--- config.mk ---
export PLATFORM = sky130hd
export DESIGN_NAME = motor_slew_limiter_pwm_flat
export DESIGN_NICKNAME = d
export VERILOG_FILES = /design/src/rtl/msl_pkg.sv /design/src/rtl/msl_if.sv /design/src/rtl/motor_slew_limiter_pwm.sv /design/src/flat_wrapper.sv
export SDC_FILE = /design/constraint.sdc
export NUM_CORES = 1
export LEC_CHECK = 0
export ABC_AREA = 1
export BUFFER_PORTS_ARGS = -buffer_cell sky130_fd_sc_hd__buf_4
export CAP_MARGIN = 40
export CORE_MARGIN = 2
export CORE_UTILIZATION = 55
export DETAILED_ROUTE_END_ITERATION = 10
export PLACE_DENSITY = 0.77
export SLEW_MARGIN = 40
export SYNTH_ARGS = -nofsm -noshare
export SYNTH_HDL_FRONTEND = slang
export SYNTH_SLANG_ARGS = --single-unit
--- constraint.sdc ---
create_clock -name clk -period 4.6 [get_ports clk]
set_clock_uncertainty 0.15 [all_clocks]
set_input_delay 0.23 -clock clk [delete_from_list [all_inputs] [get_ports clk]]
set_output_delay 0.23 -clock clk [all_outputs]
set_load 0.05 [all_outputs]
--- src/rtl/msl_pkg.sv ---
// shared constants and types for the motor slew limiter
`timescale 1ns / 1ps

package msl_pkg;

	localparam int LEVEL_W    = 16;
	localparam int TIME_W     = 32;
	localparam int STEP_W     = 15;
	localparam int PWM_W      = 12;
	localparam int CFG_IDX_W  = 3;
	localparam int CFG_DATA_W = 15;
	localparam int Q_SHIFT    = 14;

	// accumulator width for magnitude times pwm span
	localparam int WACC_W = STEP_W + PWM_W + 1;
	localparam int DELTA_W = PWM_W + 1;

	typedef logic signed [LEVEL_W-1:0] level_t;

	localparam level_t FULL_POS = level_t'(16384);
	localparam level_t FULL_NEG = level_t'(-16384);

	localparam logic [CFG_IDX_W-1:0] REG_MAX_STEP        = 3'd0;
	localparam logic [CFG_IDX_W-1:0] REG_ACCEL_PER_MS    = 3'd1;
	localparam logic [CFG_IDX_W-1:0] REG_PWM_STOP        = 3'd2;
	localparam logic [CFG_IDX_W-1:0] REG_PWM_FORWARD_MAX = 3'd3;
	localparam logic [CFG_IDX_W-1:0] REG_PWM_BACKWARD_MAX = 3'd4;

	localparam logic [STEP_W-1:0] MAX_STEP_RST     = 15'd1638;
	localparam logic [STEP_W-1:0] ACCEL_RST        = 15'd16;
	localparam logic [PWM_W-1:0]  PWM_STOP_RST     = 12'd1500;
	localparam logic [PWM_W-1:0]  PWM_FORWARD_RST  = 12'd2000;
	localparam logic [PWM_W-1:0]  PWM_BACKWARD_RST = 12'd1000;

endpackage

--- src/rtl/msl_if.sv ---
// request and response channel interfaces of the motor slew limiter
`timescale 1ns / 1ps

interface msl_req_if;
	import msl_pkg::*;
	logic                valid;
	logic                ready;
	level_t              target;
	logic [TIME_W-1:0]   now_ms;
	modport source (output valid, target, now_ms, input ready);
	modport sink (input valid, target, now_ms, output ready);
endinterface

interface msl_rsp_if;
	import msl_pkg::*;
	logic                valid;
	logic                ready;
	logic [PWM_W-1:0]    pwm_width;
	logic                moved;
	level_t              level_now;
	modport source (output valid, pwm_width, moved, level_now, input ready);
	modport sink (input valid, pwm_width, moved, level_now, output ready);
endinterface

--- src/rtl/motor_slew_limiter_pwm.sv ---
// slew rate limited motor drive level with pwm pulse width output
// req carries a Q2.14 target and a millisecond timestamp; rsp returns one
// beat per request with the pulse width, a moved flag and the new level.
// cfg_we/cfg_idx/cfg_data write the five registers; write only while idle.
// each request runs from accept to rsp.valid through these steps: the
// bit-serial elapsed_ms * accel_per_ms product (one elapsed bit a cycle),
// the step, the width set-up, the bit-serial level * pwm span product, and
// the load of the output register.
// req.ready is high only while the sequencer is idle.
// the result sits in an output register, so the next request can be taken
// while rsp is stalled; the sequencer waits in its last cycle only when a
// second result is ready and the first has not been taken.
// reset clears the drive level, the last timestamp and the timing flag,
// restores the register defaults and drops rsp.valid.
`timescale 1ns / 1ps

module motor_slew_limiter_pwm (
	input  logic                            clk,
	input  logic                            arst_n,
	input  logic                            cfg_we,
	input  logic [msl_pkg::CFG_IDX_W-1:0]   cfg_idx,
	input  logic [msl_pkg::CFG_DATA_W-1:0]  cfg_data,
	msl_req_if.sink                         req,
	msl_rsp_if.source                       rsp
);
	import msl_pkg::*;

	localparam logic [2:0] ST_IDLE  = 3'd0;
	localparam logic [2:0] ST_RATE  = 3'd1;
	localparam logic [2:0] ST_STEP  = 3'd2;
	localparam logic [2:0] ST_PREP  = 3'd3;
	localparam logic [2:0] ST_WIDTH = 3'd4;
	localparam logic [2:0] ST_DONE  = 3'd5;

	localparam logic [4:0] RATE_LAST  = 5'(TIME_W - 1);
	localparam logic [4:0] WIDTH_LAST = 5'(STEP_W - 1);

	logic [2:0]          state_q;
	logic [4:0]          cnt_q;

	logic [STEP_W-1:0]   max_step_q;
	logic [STEP_W-1:0]   accel_q;
	logic [PWM_W-1:0]    stop_q;
	logic [PWM_W-1:0]    fwd_q;
	logic [PWM_W-1:0]    bwd_q;

	level_t              level_q;
	logic [TIME_W-1:0]   last_q;
	logic                tv_q;

	level_t              tgt_q;
	logic [TIME_W-1:0]   now_q;
	logic [TIME_W-1:0]   ela_q;
	logic [STEP_W-1:0]   racc_q;
	logic                sat_q;
	logic                moved_q;
	logic [STEP_W-1:0]   mag_q;
	logic signed [DELTA_W-1:0] delta_q;
	logic signed [WACC_W-1:0]  wacc_q;

	logic                rsp_valid_q;
	logic [PWM_W-1:0]    pwm_q;
	logic                rsp_moved_q;
	level_t              rsp_level_q;

	level_t              tgt_clamp;
	logic [STEP_W+1:0]   racc_next;
	logic signed [LEVEL_W:0] diff;
	logic [LEVEL_W:0]    dist_abs;
	logic [STEP_W-1:0]   allowed;
	level_t              level_step;
	logic [PWM_W-1:0]    span_end;
	logic signed [WACC_W-1:0]  wacc_next;
	logic signed [PWM_W+1:0]   width_sum;
	logic                out_free;

	assign req.ready     = (state_q == ST_IDLE);
	assign rsp.valid     = rsp_valid_q;
	assign rsp.pwm_width = pwm_q;
	assign rsp.moved     = rsp_moved_q;
	assign rsp.level_now = rsp_level_q;

	assign out_free = !rsp_valid_q || rsp.ready;

	always_comb begin
		if (req.target > FULL_POS) begin
			tgt_clamp = FULL_POS;
		end else if (req.target < FULL_NEG) begin
			tgt_clamp = FULL_NEG;
		end else begin
			tgt_clamp = req.target;
		end
	end

	// msb-first shift-add of elapsed time times accel, saturating past 15 bits
	assign racc_next = {1'b0, racc_q, 1'b0} + (ela_q[TIME_W-1] ? {2'b00, accel_q} : '0);

	always_comb begin
		diff = $signed({tgt_q[LEVEL_W-1], tgt_q}) - $signed({level_q[LEVEL_W-1], level_q});
		dist_abs = diff[LEVEL_W] ? -diff : diff;
		if (!tv_q || sat_q || racc_q > max_step_q) begin
			allowed = max_step_q;
		end else begin
			allowed = racc_q;
		end
		if (diff[LEVEL_W]) begin
			level_step = level_q - $signed({1'b0, allowed});
		end else begin
			level_step = level_q + $signed({1'b0, allowed});
		end
	end

	assign span_end  = level_q[LEVEL_W-1] ? bwd_q : fwd_q;
	assign wacc_next = (wacc_q <<< 1)
		+ (mag_q[STEP_W-1] ? WACC_W'(delta_q) : WACC_W'(0));
	// stop + floor(acc / 2^14)
	assign width_sum = $signed({2'b00, stop_q}) + $signed(wacc_q[WACC_W-1:Q_SHIFT]);

	always_ff @(posedge clk or negedge arst_n) begin
		if (!arst_n) begin
			max_step_q <= MAX_STEP_RST;
			accel_q    <= ACCEL_RST;
			stop_q     <= PWM_STOP_RST;
			fwd_q      <= PWM_FORWARD_RST;
			bwd_q      <= PWM_BACKWARD_RST;
		end else if (cfg_we) begin
			case (cfg_idx)
				REG_MAX_STEP:         max_step_q <= cfg_data;
				REG_ACCEL_PER_MS:     accel_q    <= cfg_data;
				REG_PWM_STOP:         stop_q     <= cfg_data[PWM_W-1:0];
				REG_PWM_FORWARD_MAX:  fwd_q      <= cfg_data[PWM_W-1:0];
				REG_PWM_BACKWARD_MAX: bwd_q      <= cfg_data[PWM_W-1:0];
				default: ;
			endcase
		end
	end

	always_ff @(posedge clk or negedge arst_n) begin
		if (!arst_n) begin
			state_q     <= ST_IDLE;
			cnt_q       <= '0;
			level_q     <= '0;
			last_q      <= '0;
			tv_q        <= 1'b0;
			tgt_q       <= '0;
			now_q       <= '0;
			ela_q       <= '0;
			racc_q      <= '0;
			sat_q       <= 1'b0;
			moved_q     <= 1'b0;
			mag_q       <= '0;
			delta_q     <= '0;
			wacc_q      <= '0;
			pwm_q       <= '0;
			rsp_moved_q <= 1'b0;
			rsp_level_q <= '0;
			rsp_valid_q <= 1'b0;
		end else begin
			// in the done state a free output register is reloaded below
			if (rsp_valid_q && rsp.ready && state_q != ST_DONE) begin
				rsp_valid_q <= 1'b0;
			end
			case (state_q)
				ST_IDLE: begin
					if (req.valid) begin
						tgt_q   <= tgt_clamp;
						now_q   <= req.now_ms;
						ela_q   <= req.now_ms - last_q;
						racc_q  <= '0;
						sat_q   <= 1'b0;
						cnt_q   <= RATE_LAST;
						state_q <= ST_RATE;
					end
				end
				ST_RATE: begin
					if (racc_next[STEP_W+1:STEP_W] != 2'b00) begin
						sat_q <= 1'b1;
					end
					racc_q <= racc_next[STEP_W-1:0];
					ela_q  <= ela_q << 1;
					cnt_q  <= cnt_q - 5'd1;
					if (cnt_q == '0) begin
						state_q <= ST_STEP;
					end
				end
				ST_STEP: begin
					if (tgt_q == level_q) begin
						tv_q    <= 1'b0;
						moved_q <= 1'b0;
					end else begin
						if (dist_abs > {2'b00, allowed}) begin
							level_q <= level_step;
						end else begin
							level_q <= tgt_q;
						end
						last_q  <= now_q;
						tv_q    <= 1'b1;
						moved_q <= 1'b1;
					end
					state_q <= ST_PREP;
				end
				ST_PREP: begin
					if (level_q[LEVEL_W-1]) begin
						mag_q <= STEP_W'(LEVEL_W'(0) - level_q);
					end else begin
						mag_q <= level_q[STEP_W-1:0];
					end
					delta_q <= $signed({1'b0, span_end}) - $signed({1'b0, stop_q});
					wacc_q  <= '0;
					cnt_q   <= WIDTH_LAST;
					state_q <= ST_WIDTH;
				end
				ST_WIDTH: begin
					wacc_q <= wacc_next;
					mag_q  <= mag_q << 1;
					cnt_q  <= cnt_q - 5'd1;
					if (cnt_q == '0) begin
						state_q <= ST_DONE;
					end
				end
				ST_DONE: begin
					if (out_free) begin
						pwm_q       <= width_sum[PWM_W-1:0];
						rsp_moved_q <= moved_q;
						rsp_level_q <= level_q;
						rsp_valid_q <= 1'b1;
						state_q     <= ST_IDLE;
					end
				end
				default: begin
					state_q <= ST_IDLE;
				end
			endcase
		end
	end

endmodule
--- src/flat_wrapper.sv ---
// flat-port wrapper written by rule: the top's interface ports become plain ports
module motor_slew_limiter_pwm_flat import msl_pkg::*;
  (clk, arst_n, cfg_we, cfg_idx, cfg_data, req_valid, req_target, req_now_ms, req_ready, rsp_valid, rsp_pwm_width, rsp_moved, rsp_level_now, rsp_ready);
  msl_req_if req_i ();
  msl_rsp_if rsp_i ();
  input  logic clk;
  input  logic arst_n;
  input  logic cfg_we;
  input  logic [msl_pkg::CFG_IDX_W-1:0] cfg_idx;
  input  logic [msl_pkg::CFG_DATA_W-1:0] cfg_data;
  input wire logic [$bits(req_i.valid)-1:0] req_valid;
  input wire logic [$bits(req_i.target)-1:0] req_target;
  input wire logic [$bits(req_i.now_ms)-1:0] req_now_ms;
  output wire logic [$bits(req_i.ready)-1:0] req_ready;
  output wire logic [$bits(rsp_i.valid)-1:0] rsp_valid;
  output wire logic [$bits(rsp_i.pwm_width)-1:0] rsp_pwm_width;
  output wire logic [$bits(rsp_i.moved)-1:0] rsp_moved;
  output wire logic [$bits(rsp_i.level_now)-1:0] rsp_level_now;
  input wire logic [$bits(rsp_i.ready)-1:0] rsp_ready;
  assign req_i.valid = req_valid;
  assign req_i.target = req_target;
  assign req_i.now_ms = req_now_ms;
  assign req_ready = req_i.ready;
  assign rsp_valid = rsp_i.valid;
  assign rsp_pwm_width = rsp_i.pwm_width;
  assign rsp_moved = rsp_i.moved;
  assign rsp_level_now = rsp_i.level_now;
  assign rsp_i.ready = rsp_ready;
  motor_slew_limiter_pwm u_core (.clk(clk), .arst_n(arst_n), .cfg_we(cfg_we), .cfg_idx(cfg_idx), .cfg_data(cfg_data), .req(req_i), .rsp(rsp_i));
endmodule
Word-level counts from Yosys, hierarchy flattened
Index checks and enable logic that the tools add are counted.
Cells by class
  muxes and demuxes: 30
  bitwise operators: 1
  add/subtract/negate cells: 11
  equal/unequal tests: 16
  order comparisons: 4
  reduce and logical (&&, ||, !) cells: 27
Operator list (number)
  $mux W16: 4
  $pmux W32 S2: 1
  $mux W15: 4
  $pmux W15 S2: 2
  $pmux W26 S2: 1
  $mux W32: 1
  $sub A32 B32 Y32: 1
  $add A26 B26 Y26: 1
  $mux W26: 1
  $reduce_and A2 Y1: 10
  $pmux W3 S6: 1
  $add A16 B17 Y17: 1
  $gt A17 B15 Y1: 1
  $mux W17: 1
  $neg A17 Y17: 1
  $sub A16 B16 Y17: 1
  $add A16 B16 Y16: 1
  $eq A16 B16 Y1: 1
  $gt A16 B16 Y1 const B: 1
  $lt A16 B15 Y1 const B: 1
  $sub A16 B16 Y16: 1
  $gt A15 B15 Y1: 1
  $pmux W5 S3: 1
  $sub A1 B15 Y15 const A: 1
  other kinds (25): 49
Storage, ports and cells
  output and inout port bits: 31
  input port bits: 71
  word-level logic and storage cells: 111
  register bits after elaboration: 303

Logic depth before layout (Yosys ltp)
  depth in word-level cells: 7
  gate-level depth with buffers: 33
  gate-level depth less buffers: 32

Worst setup path after synthesis
No wires, ideal clock.
  path type: reg-to-reg
  start: register u_core.level_q[0]
  end: register u_core.level_q[12]
  data arrival time: 3.936 ns
  buffers on the path: 1
  library setup time: 0.074 ns
  stages on the path, launching flop included: 29
  data required time: 4.376 ns
  setup slack: 0.440 ns
  period minus slack after synthesis: 4.160 ns
  cell sequence: dfrtp_1 > ha_1 > fa_1 > o21ai_2 > nand2_2 > nand2_4 > a21o_1 > nand2_1 > nand2_1 > nand2_1 > nand2_2 > buf_2 > o21ai_0 > a21oi_1 > a21oi_1 > fa_1 > a21o_1 > a21oi_1 > o21ai_0 > nand2_1 > nand2_1 > nand2_1 > nand2_1 > nand3_1 > nand2_1 > xor2_1 > nand2_1 > nand2_1 > o21ai_2
Between the ends
  longest elaborated chain between the ends: 5
  elaborated cells on any way between the ends: 11
  classes of those cells: add/sub: 4; order compare: 1; eq/ne: 1; mux: 3; bitwise: 1; reduce/logical: 1
Ends and longest elaborated chain
  start: declaration: RTL line motor_slew_limiter_pwm.sv:47  | level_t level_q;
  start signal: assignment: RTL line motor_slew_limiter_pwm.sv:192  | level_q <= level_step;
  start signal: assignment: RTL line motor_slew_limiter_pwm.sv:194  | level_q <= tgt_q;
  $sub A16 B16 Y17: RTL line motor_slew_limiter_pwm.sv:99  | diff = $signed({tgt_q[LEVEL_W-1], tgt_q}) - $signed({level_q[LEVEL_W-1], level_q});
  $neg A17 Y17: RTL line motor_slew_limiter_pwm.sv:100  | dist_abs = diff[LEVEL_W] ? -diff : diff;
  $mux W17: RTL line motor_slew_limiter_pwm.sv:100
  $gt A17 B15 Y1: RTL line motor_slew_limiter_pwm.sv:191  | if (dist_abs > {2'b00, allowed}) begin
  $mux W16: RTL line motor_slew_limiter_pwm.sv:191
Several ways; a longest one is shown, not always the timed one.
A chain may end at the register's enable or synchronous reset.

Final worst setup path
  start: register u_core.max_step_q[10]
  end: register u_core.level_q[9]
Between the ends
  longest elaborated chain between the ends: 6
  elaborated cells on any way between the ends: 8
  classes of those cells: add/sub: 2; order compare: 2; mux: 3; reduce/logical: 1
Ends and longest elaborated chain
  start: declaration: RTL line motor_slew_limiter_pwm.sv:41  | logic [STEP_W-1:0] max_step_q;
  start signal: assignment: RTL line motor_slew_limiter_pwm.sv:128  | REG_MAX_STEP: max_step_q <= cfg_data;
  $gt A15 B15 Y1: RTL line motor_slew_limiter_pwm.sv:101  | if (!tv_q || sat_q || racc_q > max_step_q) begin
  $logic_or A1 B1 Y1: RTL line motor_slew_limiter_pwm.sv:101
  $mux W15 (*): RTL line motor_slew_limiter_pwm.sv:101
  $add A16 B16 Y16 / $sub A16 B16 Y16 (equally long branches): RTL line motor_slew_limiter_pwm.sv:109, motor_slew_limiter_pwm.sv:107
  $mux W16: RTL line motor_slew_limiter_pwm.sv:106  | if (diff[LEVEL_W]) begin
  $mux W16 (*): RTL line motor_slew_limiter_pwm.sv:191
Every way passes the cells marked *; elsewhere a longest branch is shown, timed or not.

==> run metrics <==
run status completed; layout overhead on the synthesized area 18.7%; H-tree levels 2; met1 Resource Use GR 0.365; Cell variety after synth 58; DIE HEIGHT around 200 µm; proportion of layout cells with a drive suffix above 1 0.127; Via Count 18400; global-route wire length before repair 89500 µm; final cycle utilization of the critical path 0.941; final weighted congestion of routability-driven global placement 0.947; Crit path required time 4890 ps; chip width between 150 and 200 µm; vias in the first global route between 15000 and 20000; cell area after technology mapping around 20000 µm²; Storage cell area around 7600 µm²; synthesized flop and latch total about 300; Final Hold Viols 0; HPWL reported at the end of detailed placement between 40000 and 50000 µm; number of synthesized flops with an enable pin 0; Yosys top cell area share 0.347; # clock sinks 303; FFs w/ async S/R, synth 1.00; CTS tree yes; synthesis warning total 0; launching element type of the critical path register; area of the multi-input gates 11000 µm²; CP arrival 4620 ps; std cell rows just under 70; most used standard cell by instance count after synthesis sky130_fd_sc_hd__nand2_1; sequential fraction of the synthesis area 0.381; clock network latency to the later pin of the worst-skew pair roughly 550 ps; clock transition time at the flip-flop clock pins of the worst setup and hold paths approximately 60 ps; Clock Root Buffer sky130_fd_sc_hd__clkbuf_16; worst hold-check path type in -> reg; maximum number of pins on one net before global-route repair between 100 and 150; Overflow after GRT 0; all-layer global routing usage 0.291; Max Cap Violations 0; Pre-antenna DRT Iters 6; top cells by count, synth 770 x sky130_fd_sc_hd__nand2_1, 325 x sky130_fd_sc_hd__inv_1, 277 x sky130_fd_sc_hd__dfrtp_1; initial core utilization 0.560; Syn Nets about 2900; count of final max-slew check failures 0; Most used DFF post-synth sky130_fd_sc_hd__dfrtp_1; Crit. End Element register; GR Util met2 0.507; DRC violation count after routing 0; Inserted Diodes 0; number of clock buffers inserted by TritonCTS 36; top area cells in the synthesized netlist sky130_fd_sc_hd__dfrtp_1 35%, sky130_fd_sc_hd__nand2_1 14%, sky130_fd_sc_hd__ha_1 9.8%; nets slightly above 3000; final count of negative-setup-slack endpoints 0; full die area ~38000 µm²; I/O pin count 102; Detail Route Antenna Nets 0; Cell Area, Placed approximately 21000 µm²; M3 GR Usage 0.0383; area leader, netlist sky130_fd_sc_hd__dfrtp_1; WL per Instance ~17 µm; Post-Syn Area per Cell about 7.6 µm²; area of the placeable core 35700 µm²; post-synthesis instance total ~2600; post-detailed-route via-to-cell ratio around 5.5; busiest layer in global routing met2; crit-path max FO 11; tightest slew margin relative to the limit 0.462; number of DRC violations after detailed-routing iteration 0 1297; initial antenna violation count 0; highest clock frequency the design can meet 231 MHz; kind of critical path reg -> reg; fill cell total of the finished layout around 3000; Total Routed Length around 55000 µm; pin slew with the least headroom to its limit 805 ps; final instance area between 20000 and 25000 µm²; number of buffers on the longest clock path 3; input/output buffers approximately 100; Tmin final between 4000 and 5000 ps
[kinds of logic (layout without fill, tap and decap cells)]
logic type               after synthesis  after routing  share of synthesized area
AO/OA/AOI/OAI                        564            564                      0.161
XOR/XNOR                             105            105                     0.0477
adder cells (fa/ha/maj)              164            164                      0.105
buffers and inverters                409            629                     0.0793
flip-flops                           303            303                      0.381
multiplexers                           1              1                   0.000501
AND/OR/NAND/NOR                     1092           1093                      0.225
[final timing paths]
kind	start	to	slack, ps	cells after the start
worst min register to register	u_core.rsp.pwm_width[0]$_DFFE_PN0P_	u_core.rsp.pwm_width[0]$_DFFE_PN0P_	320	2
worst max-delay path	u_core.max_step_q[10]$_DFFE_PN1P_	u_core.level_q[9]$_DFFE_PN0P_	270	26
min in group asynchronous	arst_n	u_core.rsp.pwm_width[7]$_DFFE_PN0P_	530	3
worst min-delay path	req_target[14]	u_core.tgt_q[13]$_DFFE_PN0P_	70	3
worst max register to register	u_core.max_step_q[10]$_DFFE_PN1P_	u_core.level_q[9]$_DFFE_PN0P_	270	26
max in group asynchronous	arst_n	u_core.now_q[16]$_DFFE_PN0P_	2540	5
[repair_timing]
| item | CTS | global route |
|---|---|---|
| buffers inserted | 0 | 11 |
| gates resized for setup | 0 | 52 |
| endpoints found under the setup margin | 0 | 16 |
| hold endpoints to repair | 195 | 22 |
| hold buffers | 66 | 1 |
[layer usage]
| metal | vias to the layer above | wire length (µm) |
|---|---|---|
| li1 | 9038 | - |
| met1 | 8695 | 23700 |
| met2 | 535 | 26700 |
| met3 | 137 | 2770 |
| met4 | 0 | 2000 |
| met5 | - | 0 |
[layout by cell type (no fill, tap or decap), types with 9 or more instances in the layout]
cell	netlist	layout
sky130_fd_sc_hd__clkbuf_16	0	38
sky130_fd_sc_hd__nand2_2	15	28
sky130_fd_sc_hd__nor2_2	11	15
sky130_fd_sc_hd__xor2_1	75	72
sky130_fd_sc_hd__nor2_1	135	131
sky130_fd_sc_hd__dlygate4sd3_1	0	67
sky130_fd_sc_hd__clkbuf_1	58	10
sky130_fd_sc_hd__nand4_1	12	12
sky130_fd_sc_hd__o221ai_1	21	21
sky130_fd_sc_hd__buf_4	1	155
sky130_fd_sc_hd__o21ai_2	13	16
sky130_fd_sc_hd__o211ai_1	26	26
sky130_fd_sc_hd__or2_2	13	13
sky130_fd_sc_hd__ha_1	157	154
sky130_fd_sc_hd__xnor2_1	27	27
sky130_fd_sc_hd__o21bai_1	9	9
sky130_fd_sc_hd__dfstp_2	26	26
sky130_fd_sc_hd__inv_1	325	323
sky130_fd_sc_hd__nor3_1	25	24
sky130_fd_sc_hd__a31oi_1	13	12
sky130_fd_sc_hd__a21oi_1	158	152
sky130_fd_sc_hd__nand3_1	89	86
sky130_fd_sc_hd__nand2_1	770	755
sky130_fd_sc_hd__dfrtp_1	277	277
sky130_fd_sc_hd__a21o_1	11	11
sky130_fd_sc_hd__o21ai_0	258	252
sky130_fd_sc_hd__o21ai_1	10	13
[worst max-delay path, stage by stage (launching register included)]
cell	delay [ps]
sky130_fd_sc_hd__dfstp_2	540
sky130_fd_sc_hd__inv_1	50
sky130_fd_sc_hd__ha_1	280
sky130_fd_sc_hd__nand2_1	50
sky130_fd_sc_hd__inv_1	70
sky130_fd_sc_hd__nand3_2	80
sky130_fd_sc_hd__nor2_4	90
sky130_fd_sc_hd__nand4_1	140
sky130_fd_sc_hd__nand2_4	160
sky130_fd_sc_hd__buf_12	140
sky130_fd_sc_hd__nand3_2	70
sky130_fd_sc_hd__nand2_2	120
sky130_fd_sc_hd__nand3_2	130
sky130_fd_sc_hd__nor2_1	150
sky130_fd_sc_hd__nand2_1	90
sky130_fd_sc_hd__o21ai_1	170
sky130_fd_sc_hd__xor2_1	200
sky130_fd_sc_hd__ha_1	320
sky130_fd_sc_hd__nand2_1	120
sky130_fd_sc_hd__nor2_1	60
sky130_fd_sc_hd__a211oi_2	180
sky130_fd_sc_hd__a21boi_1	290
sky130_fd_sc_hd__o21ai_0	160
sky130_fd_sc_hd__xnor2_1	180
sky130_fd_sc_hd__nand2_1	90
sky130_fd_sc_hd__nand2_1	80
sky130_fd_sc_hd__o21ai_2	60
[metrics by stage]
step | cells | TNS [ps] | utilization | setup WS [ps] | hold WS (ps)
6_report | 3320 | 0 | 0.665 | 271 | 73.0
5_1_grt | 3320 | -819 | 0.665 | -89.3 | 117
4_1_cts | 3306 | 0 | 0.654 | 21.0 | 39.7
3_5_place_dp | 3176 | 0 | 0.601 | 43.3 | 196
3_3_place_gp | 3175 | 0 | 0.601 | 117 | 177
2_1_floorplan | 2638 | 0 | - | 440 | -216
[layout make-up]
class | count | area share
clock buffers | 55 | 0.0458
repair buffers | 231 | 0.0841
clock inverters | 9 | 0.00676
well taps | 461 | 0.0243
inverters | 334 | 0.0529
flip-flops and latches | 303 | 0.321
multi-input cells | 1927 | 0.465
[flip-flops by register name, summed over array words and instances, names as in the netlist, 16 cells and up]
register and cells:
u_core.wacc_q 26, u_core.level_q 16, u_core.now_q 32, u_core.ela_q 32, u_core.last_q 32, u_core.rsp.level_now 16, u_core.tgt_q 16
Power is left out: the tool's default activity adds up to more than one toggle a clock period on the data nets, which glitch-free logic cannot reach.
